File: config.mk
export PLATFORM = sky130hd
export DESIGN_NAME = color_spill_suppress_top_flat
export DESIGN_NICKNAME = d
export VERILOG_FILES = /design/src/rtl/csp_pkg.sv /design/src/rtl/csp_if.sv /design/src/rtl/csp_limit.sv /design/src/rtl/csp_map.sv /design/src/rtl/csp_apply.sv /design/src/rtl/color_spill_suppress_top.sv /design/src/flat_wrapper.sv
export SDC_FILE = /design/constraint.sdc
export NUM_CORES = 2
export LEC_CHECK = 0
export BUFFER_PORTS_ARGS = -buffer_cell sky130_fd_sc_hd__buf_4
export CORE_UTILIZATION = 59
export DETAILED_ROUTE_END_ITERATION = 7
export PLACE_DENSITY = 0.79
export SLEW_MARGIN = 20
export SYNTH_ARGS = -nofsm -noshare
export SYNTH_HDL_FRONTEND = slang
export SYNTH_SLANG_ARGS = --single-unit
File: constraint.sdc
create_clock -name clk -period 11.1 [get_ports clk]
set_clock_uncertainty 0.2 [all_clocks]
set_input_delay 2.775 -clock clk [delete_from_list [all_inputs] [get_ports clk]]
set_output_delay 2.775 -clock clk [all_outputs]
set_load 0.02 [all_outputs]
File: src/rtl/csp_pkg.sv
// Shared types, register codes and constants for the colour spill suppressor.
// No dependencies; the stage modules, the top level and the testbench import this package.
`default_nettype none

package csp_pkg;

	localparam int CFG_DW = 13;

	// Fixed-point layout: signed Q3.12 pixels, unsigned Q1.12 gains
	localparam int FRAC      = 12;
	localparam int DIFF_SH   = FRAC + 1;
	localparam int ROUND_Q12 = 1 << (FRAC - 1);
	localparam int ONE_Q12   = 1 << FRAC;

	localparam logic [1:0] CH_RED   = 2'd0;
	localparam logic [1:0] CH_GREEN = 2'd1;
	localparam logic [1:0] CH_BLUE  = 2'd2;

	localparam logic [2:0] REG_LIMIT_MODE     = 3'd0;
	localparam logic [2:0] REG_KEY_CHANNEL    = 3'd1;
	localparam logic [2:0] REG_LIMIT_CHANNEL  = 3'd2;
	localparam logic [2:0] REG_LIMIT_SCALE    = 3'd3;
	localparam logic [2:0] REG_UNSPILL_ENABLE = 3'd4;
	localparam logic [2:0] REG_GAIN_RED       = 3'd5;
	localparam logic [2:0] REG_GAIN_GREEN     = 3'd6;
	localparam logic [2:0] REG_GAIN_BLUE      = 3'd7;

	typedef struct packed {
		logic              limit_mode;
		logic [1:0]        key_channel;
		logic [1:0]        limit_channel;
		logic [CFG_DW-1:0] limit_scale;
		logic              unspill_enable;
		logic [CFG_DW-1:0] gain_red;
		logic [CFG_DW-1:0] gain_green;
		logic [CFG_DW-1:0] gain_blue;
	} cfg_t;

	localparam cfg_t CFG_RST = '{
		limit_mode:     1'b0,
		key_channel:    CH_GREEN,
		limit_channel:  CH_RED,
		limit_scale:    CFG_DW'(ONE_Q12),
		unspill_enable: 1'b0,
		gain_red:       '0,
		gain_green:     CFG_DW'(ONE_Q12),
		gain_blue:      '0
	};

	// Channel selector: the unused code acts as blue
	function automatic logic [1:0] sel_ch(input logic [1:0] s);
		return (s >= CH_BLUE) ? CH_BLUE : s;
	endfunction

	// Width of the capped factor: wide enough to hold 1.0
	function automatic int fac_w(input int p);
		return (p > FRAC + 1) ? p : FRAC + 2;
	endfunction

endpackage

`default_nettype wire

File: src/rtl/csp_if.sv
// Request channels of the spill suppressor: pixel in, despilled pixel out.
// Depends on nothing; widths follow the pixel width parameter.
`default_nettype none

interface csp_pix_if #(parameter int PIXEL_WIDTH = 16);
	logic                   valid;
	logic                   ready;
	logic [PIXEL_WIDTH-1:0] in_red;
	logic [PIXEL_WIDTH-1:0] in_green;
	logic [PIXEL_WIDTH-1:0] in_blue;
	logic [PIXEL_WIDTH-1:0] in_alpha;
	logic [PIXEL_WIDTH-1:0] in_factor;

	modport source (output valid, in_red, in_green, in_blue, in_alpha, in_factor,
		input ready);
	modport sink (input valid, in_red, in_green, in_blue, in_alpha, in_factor,
		output ready);
endinterface

interface csp_res_if #(parameter int PIXEL_WIDTH = 16);
	logic                   valid;
	logic                   ready;
	logic [PIXEL_WIDTH-1:0] out_red;
	logic [PIXEL_WIDTH-1:0] out_green;
	logic [PIXEL_WIDTH-1:0] out_blue;
	logic [PIXEL_WIDTH-1:0] out_alpha;

	modport source (output valid, out_red, out_green, out_blue, out_alpha,
		input ready);
	modport sink (input valid, out_red, out_green, out_blue, out_alpha,
		output ready);
endinterface

`default_nettype wire

File: src/rtl/csp_limit.sv
// Stages 1 and 2: channel selection, factor cap and the scaled spill difference.
// Depends on csp_pkg.
`default_nettype none

module csp_limit import csp_pkg::*; #(
	parameter int PIXEL_WIDTH = 16
) (
	input  wire logic                                      clk,
	input  wire logic                                      arst_n,
	input  wire cfg_t                                      cfg,
	input  wire logic                                      in_valid,
	output      logic                                      in_ready,
	input  wire logic [3:0][PIXEL_WIDTH-1:0]               in_px,
	input  wire logic [PIXEL_WIDTH-1:0]                    in_factor,
	output      logic                                      out_valid,
	input  wire logic                                      out_ready,
	output      logic [3:0][PIXEL_WIDTH-1:0]               out_px,
	output      logic signed [fac_w(PIXEL_WIDTH)-1:0]      out_rfac,
	output      logic signed [PIXEL_WIDTH+DIFF_SH+1:0]     out_diff
);

	localparam int FW = fac_w(PIXEL_WIDTH);
	localparam int TW = PIXEL_WIDTH + 1;
	localparam int DW = PIXEL_WIDTH + DIFF_SH + 2;
	localparam logic signed [FW-1:0] ONE_F = FW'(ONE_Q12);

	logic v_s1, v_s2, en_s1, en_s2;
	logic [1:0] sc, lc, c2i, c3i;
	logic signed [FW-1:0] fac_x;
	logic signed [TW-1:0] term_c;

	logic [3:0][PIXEL_WIDTH-1:0] px_s1, px_s2;
	logic signed [PIXEL_WIDTH-1:0] spill_s1;
	logic signed [TW-1:0] term_s1;
	logic signed [FW-1:0] rfac_s1, rfac_s2;
	logic signed [DW-1:0] prod_c, diff_s2;

	assign en_s2    = !v_s2 || out_ready;
	assign en_s1    = !v_s1 || en_s2;
	assign in_ready = en_s1;

	always_comb begin
		sc    = sel_ch(cfg.key_channel);
		lc    = sel_ch(cfg.limit_channel);
		c2i   = (sc == CH_RED) ? CH_GREEN : CH_RED;
		c3i   = (sc == CH_BLUE) ? CH_GREEN : CH_BLUE;
		fac_x = FW'($signed(in_factor));
		if (cfg.limit_mode) begin
			term_c = TW'($signed(in_px[c2i])) + TW'($signed(in_px[c3i]));
		end else begin
			term_c = TW'($signed(in_px[lc])) <<< 1;
		end
	end

	assign prod_c = $signed({1'b0, cfg.limit_scale}) * term_s1;

	always_ff @(posedge clk or negedge arst_n) begin
		if (!arst_n) begin
			v_s1 <= 1'b0;
			v_s2 <= 1'b0;
		end else begin
			if (en_s1) v_s1 <= in_valid;
			if (en_s2) v_s2 <= v_s1;
		end
	end

	always_ff @(posedge clk) begin
		if (en_s1) begin
			px_s1    <= in_px;
			spill_s1 <= $signed(in_px[sc]);
			term_s1  <= term_c;
			rfac_s1  <= (fac_x > ONE_F) ? ONE_F : fac_x;
		end
		if (en_s2) begin
			px_s2   <= px_s1;
			rfac_s2 <= rfac_s1;
			diff_s2 <= (DW'(spill_s1) <<< DIFF_SH) - prod_c;
		end
	end

	assign out_valid = v_s2;
	assign out_px    = px_s2;
	assign out_rfac  = rfac_s2;
	assign out_diff  = diff_s2;

endmodule

`default_nettype wire

File: src/rtl/csp_map.sv
// Stages 3 and 4: round the difference, multiply by the factor, cap the amount.
// Depends on csp_pkg.
`default_nettype none

module csp_map import csp_pkg::*; #(
	parameter int PIXEL_WIDTH = 16
) (
	input  wire logic                                  clk,
	input  wire logic                                  arst_n,
	input  wire logic                                  in_valid,
	output      logic                                  in_ready,
	input  wire logic [3:0][PIXEL_WIDTH-1:0]           in_px,
	input  wire logic signed [fac_w(PIXEL_WIDTH)-1:0]  in_rfac,
	input  wire logic signed [PIXEL_WIDTH+DIFF_SH+1:0] in_diff,
	output      logic                                  out_valid,
	input  wire logic                                  out_ready,
	output      logic [3:0][PIXEL_WIDTH-1:0]           out_px,
	output      logic [PIXEL_WIDTH+13:0]               out_map,
	output      logic                                  out_apply
);

	localparam int FW  = fac_w(PIXEL_WIDTH);
	localparam int DW  = PIXEL_WIDTH + DIFF_SH + 2;
	localparam int DDW = DW - DIFF_SH;
	localparam int XW  = FW + DDW + 1;
	localparam int MW  = PIXEL_WIDTH + 14;
	localparam int MXW = (XW > MW) ? XW : MW;
	localparam logic signed [DW-1:0] RND_D = DW'(1) <<< (DIFF_SH - 1);
	localparam logic [MXW-1:0] CAP = MXW'({1'b1, {(MW-1){1'b0}}});

	logic v_s3, v_s4, en_s3, en_s4;
	logic signed [DW-1:0]  t_c;
	logic signed [DDW-1:0] d_c;
	logic [XW-1:0]  sum_c;
	logic [MXW-1:0] mapr_c;

	logic [3:0][PIXEL_WIDTH-1:0] px_s3, px_s4;
	logic [FW-1:0]  ma_s3;
	logic [DDW-1:0] mb_s3;
	logic           ok_s3, apply_s4;
	logic [MW-1:0]  map_s4;

	assign en_s4    = !v_s4 || out_ready;
	assign en_s3    = !v_s3 || en_s4;
	assign in_ready = en_s3;

	assign t_c    = in_diff + RND_D;
	assign d_c    = $signed(t_c[DW-1:DIFF_SH]);
	assign sum_c  = XW'(ma_s3) * XW'(mb_s3) + XW'(ROUND_Q12);
	assign mapr_c = MXW'(sum_c >> FRAC);

	always_ff @(posedge clk or negedge arst_n) begin
		if (!arst_n) begin
			v_s3 <= 1'b0;
			v_s4 <= 1'b0;
		end else begin
			if (en_s3) v_s3 <= in_valid;
			if (en_s4) v_s4 <= v_s3;
		end
	end

	always_ff @(posedge clk) begin
		if (en_s3) begin
			px_s3 <= in_px;
			ma_s3 <= (in_rfac < 0) ? FW'(-in_rfac) : FW'(in_rfac);
			mb_s3 <= (d_c < 0) ? DDW'(-d_c) : DDW'(d_c);
			ok_s3 <= (in_rfac > 0 && d_c > 0) || (in_rfac < 0 && d_c < 0);
		end
		if (en_s4) begin
			px_s4    <= px_s3;
			map_s4   <= (mapr_c > CAP) ? CAP[MW-1:0] : mapr_c[MW-1:0];
			apply_s4 <= ok_s3 && (mapr_c != '0);
		end
	end

	assign out_valid = v_s4;
	assign out_px    = px_s4;
	assign out_map   = map_s4;
	assign out_apply = apply_s4;

endmodule

`default_nettype wire

File: src/rtl/csp_apply.sv
// Stages 5 and 6: per-channel gain, signed correction and saturation.
// Depends on csp_pkg.
`default_nettype none

module csp_apply import csp_pkg::*; #(
	parameter int PIXEL_WIDTH = 16
) (
	input  wire logic                        clk,
	input  wire logic                        arst_n,
	input  wire cfg_t                        cfg,
	input  wire logic                        in_valid,
	output      logic                        in_ready,
	input  wire logic [3:0][PIXEL_WIDTH-1:0] in_px,
	input  wire logic [PIXEL_WIDTH+13:0]     in_map,
	input  wire logic                        in_apply,
	output      logic                        out_valid,
	input  wire logic                        out_ready,
	output      logic [3:0][PIXEL_WIDTH-1:0] out_px
);

	localparam int MW  = PIXEL_WIDTH + 14;
	localparam int GW  = CFG_DW + MW;
	localparam int DLW = GW - FRAC;
	localparam int RW  = PIXEL_WIDTH + 17;
	localparam logic signed [RW-1:0] HI = {{(RW-PIXEL_WIDTH+1){1'b0}}, {(PIXEL_WIDTH-1){1'b1}}};
	localparam logic signed [RW-1:0] LO = {{(RW-PIXEL_WIDTH+1){1'b1}}, {(PIXEL_WIDTH-1){1'b0}}};

	logic v_s5, v_s6, en_s5, en_s6;
	logic [1:0] sc;
	logic [2:0][CFG_DW-1:0] gain_c;
	logic [2:0][GW-1:0]     sum_c;
	logic signed [RW-1:0]   res_c [3];

	logic [3:0][PIXEL_WIDTH-1:0] px_s5, px_s6;
	logic [DLW-1:0] delta_s5 [3];

	assign en_s6    = !v_s6 || out_ready;
	assign en_s5    = !v_s5 || en_s6;
	assign in_ready = en_s5;
	assign sc       = sel_ch(cfg.key_channel);

	always_comb begin
		gain_c = '{cfg.gain_blue, cfg.gain_green, cfg.gain_red};
		for (int i = 0; i < 3; i++) begin
			if (!cfg.unspill_enable) begin
				gain_c[i] = (2'(i) == sc) ? CFG_DW'(ONE_Q12) : '0;
			end
			sum_c[i] = GW'(gain_c[i]) * GW'(in_map) + GW'(ROUND_Q12);
			if (2'(i) == sc) begin
				res_c[i] = RW'($signed(px_s5[i])) - $signed(RW'(delta_s5[i]));
			end else begin
				res_c[i] = RW'($signed(px_s5[i])) + $signed(RW'(delta_s5[i]));
			end
		end
	end

	always_ff @(posedge clk or negedge arst_n) begin
		if (!arst_n) begin
			v_s5 <= 1'b0;
			v_s6 <= 1'b0;
		end else begin
			if (en_s5) v_s5 <= in_valid;
			if (en_s6) v_s6 <= v_s5;
		end
	end

	always_ff @(posedge clk) begin
		if (en_s5) begin
			px_s5 <= in_px;
			for (int i = 0; i < 3; i++) begin
				delta_s5[i] <= in_apply ? sum_c[i][GW-1:FRAC] : '0;
			end
		end
		if (en_s6) begin
			px_s6[3] <= px_s5[3];
			for (int i = 0; i < 3; i++) begin
				if (res_c[i] > HI) begin
					px_s6[i] <= HI[PIXEL_WIDTH-1:0];
				end else if (res_c[i] < LO) begin
					px_s6[i] <= LO[PIXEL_WIDTH-1:0];
				end else begin
					px_s6[i] <= res_c[i][PIXEL_WIDTH-1:0];
				end
			end
		end
	end

	assign out_valid = v_s6;
	assign out_px    = px_s6;

	// unit gain mode touches the spill channel alone
	a_unit_gain_spill_only: assert property (@(posedge clk) disable iff (!arst_n)
		(v_s5 && !cfg.unspill_enable) |->
			((sc == CH_RED) || (delta_s5[0] == '0)) &&
			((sc == CH_GREEN) || (delta_s5[1] == '0)) &&
			((sc == CH_BLUE) || (delta_s5[2] == '0)))
		else $error("correction on a non-spill channel with unspill off");

endmodule

`default_nettype wire

File: src/rtl/color_spill_suppress_top.sv
// Top level of the colour spill suppressor: register file and six-stage pipeline.
// Depends on csp_pkg, csp_if, csp_limit, csp_map and csp_apply.
//
// Usage:
//   pix carries one request per pixel: red, green, blue, alpha and the matte
//   factor, all signed Q3.12. res returns the despilled pixel with alpha copied.
//   Each request yields exactly one result, in order.
//   Throughput is one pixel per clock while res is ready, set by the six
//   register stages (select, difference multiply, round, factor multiply,
//   gain multiply, saturate) each of which holds one pixel.
//   Every stage has its own valid bit and advances when it is empty or when the
//   stage after it moves, so bubbles close up. When res stalls, the pipeline
//   keeps filling; pix.ready drops only once all six stages hold pixels, and
//   nothing is lost or repeated.
//   wr_en/wr_index/wr_data write one control register per clock; write only
//   while the pipeline is empty.
//   arst_n clears all valid bits and returns the registers to their defaults
//   (green spill, simple limit on red, unit limit scale, unspill off).
`default_nettype none

module color_spill_suppress_top import csp_pkg::*; #(
	parameter int PIXEL_WIDTH = 16
) (
	input  wire logic              clk,
	input  wire logic              arst_n,
	csp_pix_if.sink                pix,
	csp_res_if.source              res,
	input  wire logic              wr_en,
	input  wire logic [2:0]        wr_index,
	input  wire logic [CFG_DW-1:0] wr_data
);

	localparam int FW = fac_w(PIXEL_WIDTH);
	localparam int DW = PIXEL_WIDTH + DIFF_SH + 2;
	localparam int MW = PIXEL_WIDTH + 14;

	cfg_t cfg_q;

	logic [3:0][PIXEL_WIDTH-1:0] px_in, px_a, px_b, px_out;
	logic                        v_a, r_a, v_b, r_b;
	logic signed [FW-1:0]        rfac_a;
	logic signed [DW-1:0]        diff_a;
	logic [MW-1:0]               map_b;
	logic                        apply_b;

	// Control registers: hold until written
	always_ff @(posedge clk or negedge arst_n) begin
		if (!arst_n) begin
			cfg_q <= CFG_RST;
		end else if (wr_en) begin
			unique case (wr_index)
				REG_LIMIT_MODE:     cfg_q.limit_mode     <= wr_data[0];
				REG_KEY_CHANNEL:    cfg_q.key_channel    <= wr_data[1:0];
				REG_LIMIT_CHANNEL:  cfg_q.limit_channel  <= wr_data[1:0];
				REG_LIMIT_SCALE:    cfg_q.limit_scale    <= wr_data;
				REG_UNSPILL_ENABLE: cfg_q.unspill_enable <= wr_data[0];
				REG_GAIN_RED:       cfg_q.gain_red       <= wr_data;
				REG_GAIN_GREEN:     cfg_q.gain_green     <= wr_data;
				REG_GAIN_BLUE:      cfg_q.gain_blue      <= wr_data;
			endcase
		end
	end

	// Pack the request so that channels can be picked by index
	assign px_in = {pix.in_alpha, pix.in_blue, pix.in_green, pix.in_red};

	// Stages 1-2: pick spill and limit channels, cap the factor, form the difference
	csp_limit #(.PIXEL_WIDTH(PIXEL_WIDTH)) u_limit (
		.clk       (clk),
		.arst_n    (arst_n),
		.cfg       (cfg_q),
		.in_valid  (pix.valid),
		.in_ready  (pix.ready),
		.in_px     (px_in),
		.in_factor (pix.in_factor),
		.out_valid (v_a),
		.out_ready (r_a),
		.out_px    (px_a),
		.out_rfac  (rfac_a),
		.out_diff  (diff_a)
	);

	// Stages 3-4: spill amount, kept only where it comes out positive
	csp_map #(.PIXEL_WIDTH(PIXEL_WIDTH)) u_map (
		.clk       (clk),
		.arst_n    (arst_n),
		.in_valid  (v_a),
		.in_ready  (r_a),
		.in_px     (px_a),
		.in_rfac   (rfac_a),
		.in_diff   (diff_a),
		.out_valid (v_b),
		.out_ready (r_b),
		.out_px    (px_b),
		.out_map   (map_b),
		.out_apply (apply_b)
	);

	// Stages 5-6: scale by gain, subtract on the spill channel, add elsewhere
	csp_apply #(.PIXEL_WIDTH(PIXEL_WIDTH)) u_apply (
		.clk       (clk),
		.arst_n    (arst_n),
		.cfg       (cfg_q),
		.in_valid  (v_b),
		.in_ready  (r_b),
		.in_px     (px_b),
		.in_map    (map_b),
		.in_apply  (apply_b),
		.out_valid (res.valid),
		.out_ready (res.ready),
		.out_px    (px_out)
	);

	assign res.out_red   = px_out[0];
	assign res.out_green = px_out[1];
	assign res.out_blue  = px_out[2];
	assign res.out_alpha = px_out[3];

	// With the last stage free, every stage can advance, so a request is taken
	a_ready_when_drained: assert property (@(posedge clk) disable iff (!arst_n)
		(!res.valid || res.ready) |-> pix.ready)
		else $error("pixel refused while the output stage is free");

	// Reset leaves nothing in flight
	a_empty_after_reset: assert property (@(posedge clk)
		!arst_n |=> !res.valid)
		else $error("result presented straight after reset");

endmodule

`default_nettype wire

File: src/flat_wrapper.sv
// flat-port wrapper written by rule: the top's interface ports become plain ports
module color_spill_suppress_top_flat import csp_pkg::*;
#(
	parameter int PIXEL_WIDTH = 16
)
  (clk, arst_n, wr_en, wr_index, wr_data, pix_valid, pix_in_red, pix_in_green, pix_in_blue, pix_in_alpha, pix_in_factor, pix_ready, res_valid, res_out_red, res_out_green, res_out_blue, res_out_alpha, res_ready);
  csp_pix_if #(.PIXEL_WIDTH(PIXEL_WIDTH)) pix_i ();
  csp_res_if #(.PIXEL_WIDTH(PIXEL_WIDTH)) res_i ();
  input  wire logic clk;
  input  wire logic arst_n;
  input  wire logic wr_en;
  input  wire logic [2:0] wr_index;
  input  wire logic [CFG_DW-1:0] wr_data;
  input wire logic [$bits(pix_i.valid)-1:0] pix_valid;
  input wire logic [$bits(pix_i.in_red)-1:0] pix_in_red;
  input wire logic [$bits(pix_i.in_green)-1:0] pix_in_green;
  input wire logic [$bits(pix_i.in_blue)-1:0] pix_in_blue;
  input wire logic [$bits(pix_i.in_alpha)-1:0] pix_in_alpha;
  input wire logic [$bits(pix_i.in_factor)-1:0] pix_in_factor;
  output wire logic [$bits(pix_i.ready)-1:0] pix_ready;
  output wire logic [$bits(res_i.valid)-1:0] res_valid;
  output wire logic [$bits(res_i.out_red)-1:0] res_out_red;
  output wire logic [$bits(res_i.out_green)-1:0] res_out_green;
  output wire logic [$bits(res_i.out_blue)-1:0] res_out_blue;
  output wire logic [$bits(res_i.out_alpha)-1:0] res_out_alpha;
  input wire logic [$bits(res_i.ready)-1:0] res_ready;
  assign pix_i.valid = pix_valid;
  assign pix_i.in_red = pix_in_red;
  assign pix_i.in_green = pix_in_green;
  assign pix_i.in_blue = pix_in_blue;
  assign pix_i.in_alpha = pix_in_alpha;
  assign pix_i.in_factor = pix_in_factor;
  assign pix_ready = pix_i.ready;
  assign res_valid = res_i.valid;
  assign res_out_red = res_i.out_red;
  assign res_out_green = res_i.out_green;
  assign res_out_blue = res_i.out_blue;
  assign res_out_alpha = res_i.out_alpha;
  assign res_i.ready = res_ready;
  color_spill_suppress_top #(.PIXEL_WIDTH(PIXEL_WIDTH)) u_core (.clk(clk), .arst_n(arst_n), .pix(pix_i), .res(res_i), .wr_en(wr_en), .wr_index(wr_index), .wr_data(wr_data));
endmodule
### Word level (Yosys, flattened, before mapping)

Memories as Yosys holds them, arrays and structs flattened.
Cells that the tools add are included.

| storage, ports and cells | value |
|---|---|
| flip-flop bits (word level) | 610 |
| bits in latches | 0 |
| memory bits (writable) | 93 |
| bits in read-only memories | 0 |
| bits of input ports | 101 |
| output and inout port bits | 66 |
| word-level logic and storage cells | 159 |
| memories | 1 |

| operators by class | value |
|---|---|
| add/sub/neg operators | 15 |
| multipliers | 5 |
| div/mod/pow operators | 0 |
| order comparisons | 18 |
| eq/ne operators | 10 |
| shift-type cells | 0 |
| muxes and demuxes | 33 |
| bitwise gates (word level) | 0 |
| reduce and logical (&&, ||, !) cells | 27 |

Memory list:

| name | words | width | read ports | clocked after Yosys merged registers in | wr ports | RTL line | RTL |
|---|---|---|---|---|---|---|---|
| u_core.u_apply.delta_s5 | 3 | 31 | 3 | 0 | 3 | csp_apply.sv:35 | `logic [DLW-1:0] delta_s5 [3];` |

Operator list:

| kind | count |
|---|---|
| adder 43 x 12 -> 43 bit, second input constant | 3 |
| multiplier 13 x 30 -> 43 bit | 3 |
| binary-select mux 16 bit (select 2 bit) | 4 |
| 2-to-1 mux 16 bit | 8 |
| adder 16 x 32 -> 33 bit | 3 |
| > comparator 33 x 16 -> 1 bit, second input constant | 3 |
| < comparator 33 x 16 -> 1 bit, second input constant | 3 |
| 2-to-1 mux 33 bit | 3 |
| subtractor 16 x 32 -> 33 bit | 3 |
| 2-to-1 mux 31 bit | 3 |
| 2-to-1 mux 13 bit | 6 |
| adder 34 x 12 -> 35 bit, second input constant | 1 |
| nonzero test 35 bit | 1 |
| multiplier 16 x 18 -> 34 bit | 1 |
| adder 31 x 14 -> 31 bit, second input constant | 1 |
| multiplier 14 x 17 -> 31 bit | 1 |
| subtractor 29 x 31 -> 31 bit | 1 |
| > comparator 23 x 30 -> 1 bit, second input constant | 1 |
| 2-to-1 mux 30 bit | 1 |
| > comparator 18 x 1 -> 1 bit, second input constant | 1 |
| < comparator 18 x 1 -> 1 bit, second input constant | 1 |
| 2-to-1 mux 18 bit | 1 |
| negation 18 bit | 1 |
| adder 16 x 16 -> 17 bit | 1 |
| other kinds (22) | 53 |

### Depth between registers and ports, before layout

| depth | value |
|---|---|
| word-level depth | 8 |
| depth in mapped cells | 28 |
| mapped depth without buffers | 25 |

### Cells and area by module

From an unflattened synthesis, not the netlist that was laid out.

| second synthesis, totals | value |
|---|---|
| cells, all modules | 8556 |
| area, all modules | 87217.4 sq um |

Modules (own cells, without submodules):

| module | instances | cells each | area each (sq um) | sequential area each (sq um) |
|---|---|---|---|---|
| csp_apply | 1 | 5328 | 50195.6 | 6686.4 |
| csp_limit | 1 | 1574 | 18132.4 | 6776.5 |
| csp_map | 1 | 1526 | 16672.2 | 5665.4 |
| color_spill_suppress_top | 1 | 128 | 2217.1 | 1455.1 |

### Worst setup path before layout

Ideal clock, no wire load.

| timing path | value |
|---|---|
| kind | input port to output port |
| from | in res_ready |
| to | out pix_ready |
| arrival time | 8.580 ns |
| data required time | 8.125 ns |
| path slack | -0.455 ns |
| stages | 4 |
| path buffers | 0 |
| path through | nor2b_1 -> nand3_1 -> nor2_1 -> nand3_1 |

| between the ends | value |
|---|---|
| longest elaborated chain between the ends | 6 |

RTL lines:

| item | RTL line | RTL |
|---|---|---|
| start: declaration | flat_wrapper.sv:26 | `input wire logic [$bits(res_i.ready)-1:0] res_ready;` |
| logical OR 1 bit | csp_apply.sv:37 | `assign en_s6 = !v_s6 \|\| out_ready;` |
| logical OR 1 bit | csp_apply.sv:38 | `assign en_s5 = !v_s5 \|\| en_s6;` |
| logical OR 1 bit | csp_map.sv:43 | `assign en_s4 = !v_s4 \|\| out_ready;` |
| via u_core.u_map.en_s4 | csp_map.sv:31 | `logic v_s3, v_s4, en_s3, en_s4;` |
| logical OR 1 bit | csp_map.sv:44 | `assign en_s3 = !v_s3 \|\| en_s4;` |
| logical OR 1 bit | csp_limit.sv:38 | `assign en_s2 = !v_s2 \|\| out_ready;` |
| logical OR 1 bit | csp_limit.sv:39 | `assign en_s1 = !v_s1 \|\| en_s2;` |
| end: declaration | flat_wrapper.sv:20 | `output wire logic [$bits(pix_i.ready)-1:0] pix_ready;` |

The timed path passes the listed nets, and every way through them passes these cells.

==> results summary <==
The flow ran to the end, and the final reports show no timing, DRC or antenna violations. Yosys mapped a number of flops with a built-in enable equal to roughly 610. The post-placement cell count is 9153. The total of cells resized after clock tree synthesis is 0.

The critical setup path kind is reg2reg. The worst-case headroom to the max-slew limit came out at 0.2348. The number of cells in the finished layout apart from fillers is between 9k and 10k. The yosys synthesis warning count came out at 0. The number of register bits inferred by synthesis is around 670. The number of nets in the synthesized netlist is 9445.

Of the post-synthesis cell area, the dominant cell type holds 0.2977. The die boundary width came out at approximately 360 um. Counting distinct cell types in the post-synthesis netlist gives between 100 and 150. The floorplan step defined a die boundary enclosing between 0.1 and 0.15 mm^2.

sky130_fd_sc_hd__inv_1 is the most common cell in the netlist. The global-route wire length before repair came out at about 310 mm. The portion of the post-synthesis area used by sequential elements is 0.2566.

The share of the core filled with cells in the final layout came out at 0.6354. The number of port buffers came out at roughly 170. In this run the count of I/O pins placed on the die edge is around 170. The required time of the critical path came out at between 10 and 15 ns.

The per-instance average area after synthesis is between 10 and 15 um^2. For this run, the post-layout net count is between 9k and 10k. The post-CTS repair timing setup buffer count came out at 0. The number of cells traversed by the worst hold path came out at 0. Global routing finished with a remaining overflow of 0.

The share of flip-flops with an asynchronous set or reset is 0.09524. The min-delay analysis places its worst path in the category reg2reg. The kind of start point of the critical path is a register. The core outline area came out at between 0.1 and 0.15 mm^2. The number of maximum-capacitance constraint violations is 0.

The max-slew violation total from the final report is 0. For this block, the via count after detailed routing is about 55k. The initial antenna violation count came out at 19.

The remaining routing DRC violations came out at 0. The cell area after synthesis is 0.07741 mm^2. Synthesis handed over a netlist of around 7.5k instances. The final count of negative-setup-slack endpoints came out at 0.

Setup repair after global routing left no endpoint under its margin. The final routed wirelength across all metal layers is ~200 mm. The top achievable clock speed came out at between 0.1 and 0.15 GHz. The via-per-instance ratio is roughly 5.9. The maximum level of the CTS H-tree is 3. The wire length per cell after detailed routing came out at between 20 and 25 um. For this run, the detailed router's first-pass iteration total came to 6. In this run, post-CTS hold repair placed 0 buffers. The portion of the clock cycle consumed by the worst path in the final layout is 0.8078. The post-detailed-route count of antenna-violating nets came out at 0. The number of buffers inserted during clock tree synthesis came out at between 60 and 70. The starting density of the core is 0.5963. Entering global routing, the biggest net connects 79 pins.

The tree built by TritonCTS fans out to 672 sinks. Compared with the post-synthesis result, the final layout area differs by 6.558%. The slew at the pin closest to its max-slew limit came out at between 1 and 1.5 ns. The minimum period implied by the final worst setup slack is around 9 ns. The clock latency on the worst-skew pair came out at approximately 0.69 ns. The via count of the first global-routing pass was 57.64k. Sorting the synthesized cells by area gives the leading types as sky130_fd_sc_hd__fa_1 (30%), sky130_fd_sc_hd__edfxtp_1 (24%), sky130_fd_sc_hd__ha_1 (11%), sky130_fd_sc_hd__inv_1 (6.0%), sky130_fd_sc_hd__nand2_1 (4.6%). The number of filler cells placed in the layout came out at between 10k and 15k.

The number of endpoints with negative hold slack in the final report is 0. TritonCTS built the clock tree. The synthesized design spends more area on one cell type than any other, namely sky130_fd_sc_hd__fa_1. In the synthesized netlist the dominant register cell turns out to be sky130_fd_sc_hd__edfxtp_1.

The routability congestion estimate is roughly 0.93. The clock transition time at the flip-flop clock pins of the worst setup and hold paths is ~0.060 ns. The floorplan has about 130 rows. Ranked by instance count, the synthesized netlist is headed by sky130_fd_sc_hd__inv_1 (1229), sky130_fd_sc_hd__fa_1 (1151), sky130_fd_sc_hd__nand2_1 (945), sky130_fd_sc_hd__ha_1 (653), sky130_fd_sc_hd__edfxtp_1 (608).

Once detailed placement completed, the half-perimeter wirelength came to ~150 mm. The root cell of the clock tree is sky130_fd_sc_hd__clkbuf_16. The clock passes through at most 3 buffers.

STA classifies the critical path endpoint as a register. The worst reg2reg path depth is 24. The setup check on the worst reg-to-reg path leaves a slack of 2.13 ns. The global-route total usage across every layer is 0.3044. The detailed router's first-iteration violation count is about 5.0k. The highest net fanout along the worst path came out at 78.

Data on the critical path arrives at its endpoint at between 9 and 10 ns. The vertical die dimension came out at roughly 360 um. The share of final-layout standard cells stronger than drive strength 1 came out at 0.06714. For the final routed database, the setup TNS stands at 0 ns.
cells in the final DEF, fill, tap and decap left out, types with 12 or more instances in the layout:
master                         n
sky130_fd_sc_hd__edfxtp_1    608
sky130_fd_sc_hd__or3_1        21
sky130_fd_sc_hd__or2_2        14
sky130_fd_sc_hd__nand4_1      46
sky130_fd_sc_hd__and3_1      344
sky130_fd_sc_hd__inv_1      1227
sky130_fd_sc_hd__a31oi_1      26
sky130_fd_sc_hd__o21bai_1     21
sky130_fd_sc_hd__and2_1      352
sky130_fd_sc_hd__clkbuf_16    70
sky130_fd_sc_hd__o21a_1       35
sky130_fd_sc_hd__a21o_2       12
sky130_fd_sc_hd__nor4_1       31
sky130_fd_sc_hd__mux2i_1      41
sky130_fd_sc_hd__mux2_2       79
sky130_fd_sc_hd__xor2_1      114
sky130_fd_sc_hd__fa_1       1151
sky130_fd_sc_hd__nand3_1      77
sky130_fd_sc_hd__nor2b_1      44
sky130_fd_sc_hd__o21ai_2      18
sky130_fd_sc_hd__bufinv_16    14
sky130_fd_sc_hd__diode_2      13
sky130_fd_sc_hd__o21ai_0     148
sky130_fd_sc_hd__a21o_1       80
sky130_fd_sc_hd__ha_1        653
sky130_fd_sc_hd__xnor2_1     187
sky130_fd_sc_hd__nor2_1      232
sky130_fd_sc_hd__buf_4       226
sky130_fd_sc_hd__a21oi_1     224
sky130_fd_sc_hd__dfrtp_1      59
sky130_fd_sc_hd__o31ai_1      35
sky130_fd_sc_hd__a211oi_1     22
sky130_fd_sc_hd__o211ai_1     14
sky130_fd_sc_hd__nand2b_1     42
sky130_fd_sc_hd__nor3_1       78
sky130_fd_sc_hd__nand2_1     943
through the flow:
step / hold WS, ns / instance area (um^2) / setup WS (ns)
2_1_floorplan: 0.2003 / 77410 / 0.5689
3_3_place_gp: 0.2002 / 79930 / 2.589
3_5_place_dp: 0.2045 / 79930 / 2.363
4_1_cts: 0.1860 / 82450 / 2.349
5_1_grt: 0.1899 / 82450 / 1.681
6_report: 0.1985 / 82480 / 2.133
final cells by class:
class | instances | area, um^2 | area share
Timing Repair Buffer | 226 | 1697 | 0.02057
Tap cell | 1742 | 2180 | 0.02642
Inverter | 1230 | 4619 | 0.05600
Clock buffer | 82 | 1807 | 0.02190
Clock inverter | 43 | 711.9 | 0.008631
Sequential cell | 672 | 19870 | 0.2409
Multi-Input combinational cell | 5283 | 51570 | 0.6252
Antenna cell | 13 | 32.53 | 0.0003944
state kept, by name, summed over array words and instances (netlist names), 17 cells and up:
name / count
u_core.cfg_q: 58
u_core.u_map.out_map: 23
u_core.u_apply.out_px: 64
u_core.u_limit.out_diff: 19
u_core.u_map.mb_s3: 18
u_core.u_map.px_s3: 64
u_core.u_limit.px_s1: 64
u_core.u_apply.delta_s5: 81
u_core.u_limit.term_s1: 17
u_core.u_limit.out_px: 64
u_core.u_map.out_px: 64
u_core.u_apply.px_s5: 64
critical path, cell delays in order, from the launching register on:
cell and delay, ns:
sky130_fd_sc_hd__dfrtp_4 0.91, sky130_fd_sc_hd__buf_4 0.41, sky130_fd_sc_hd__and2_1 0.76, sky130_fd_sc_hd__nand2_1 0.16, sky130_fd_sc_hd__fa_1 0.54, sky130_fd_sc_hd__inv_1 0.05
sky130_fd_sc_hd__fa_1 0.49, sky130_fd_sc_hd__inv_1 0.07, sky130_fd_sc_hd__fa_1 0.50, sky130_fd_sc_hd__inv_1 0.06, sky130_fd_sc_hd__fa_1 0.56, sky130_fd_sc_hd__fa_1 0.42
sky130_fd_sc_hd__ha_1 0.29, sky130_fd_sc_hd__ha_1 0.29, sky130_fd_sc_hd__o21ai_0 0.09, sky130_fd_sc_hd__a21oi_1 0.15, sky130_fd_sc_hd__o221ai_1 0.15, sky130_fd_sc_hd__o22ai_1 0.41
sky130_fd_sc_hd__a41oi_1 0.45, sky130_fd_sc_hd__o31ai_1 0.47, sky130_fd_sc_hd__nand2_1 0.19, sky130_fd_sc_hd__o31ai_1 0.50, sky130_fd_sc_hd__a41o_1 0.31, sky130_fd_sc_hd__a211oi_1 0.09
sky130_fd_sc_hd__a211oi_1 0.24
logic make-up (layout without fill, tap and decap cells):
group           count (synthesis)  after routing  share of synthesized area
compound gates                758            758                    0.06411
xor+xnor                      301            301                    0.03406
fa+ha+maj                    1804           1804                     0.4032
buf+inv                      1585           1581                    0.07775
flops                         672            672                     0.2566
mux                           120            120                    0.01679
other cells                     0             13                          0
simple gates                 2300           2300                     0.1475
routing by layer:
layer	global-route usage	wire length, um	up-vias
met3	0.06320	18210	588
li1	-	-	24294
met2	0.5030	93700	2597
met5	0	131	-
met4	0.1366	10050	20
met1	0.3867	75280	27667
path summary, 6_finish.rpt:
kind / endpoint / startpoint
setup / recovery: u_core.u_apply.delta_s5[0][56] / u_core.cfg_q[39]
hold / removal: u_core.u_apply.px_s5[14] / u_core.u_map.out_px[14]
setup reg to reg: u_core.u_apply.delta_s5[0][56] / u_core.cfg_q[39]
hold reg to reg: u_core.u_apply.px_s5[14] / u_core.u_map.out_px[14]
max in group asynchronous: u_core.cfg_q[39] / arst_n
min in group asynchronous: u_core.cfg_q[20] / arst_n
Power is not shown: default switching activity piles up to over one toggle a cycle in this logic, so the estimate is an artifact.
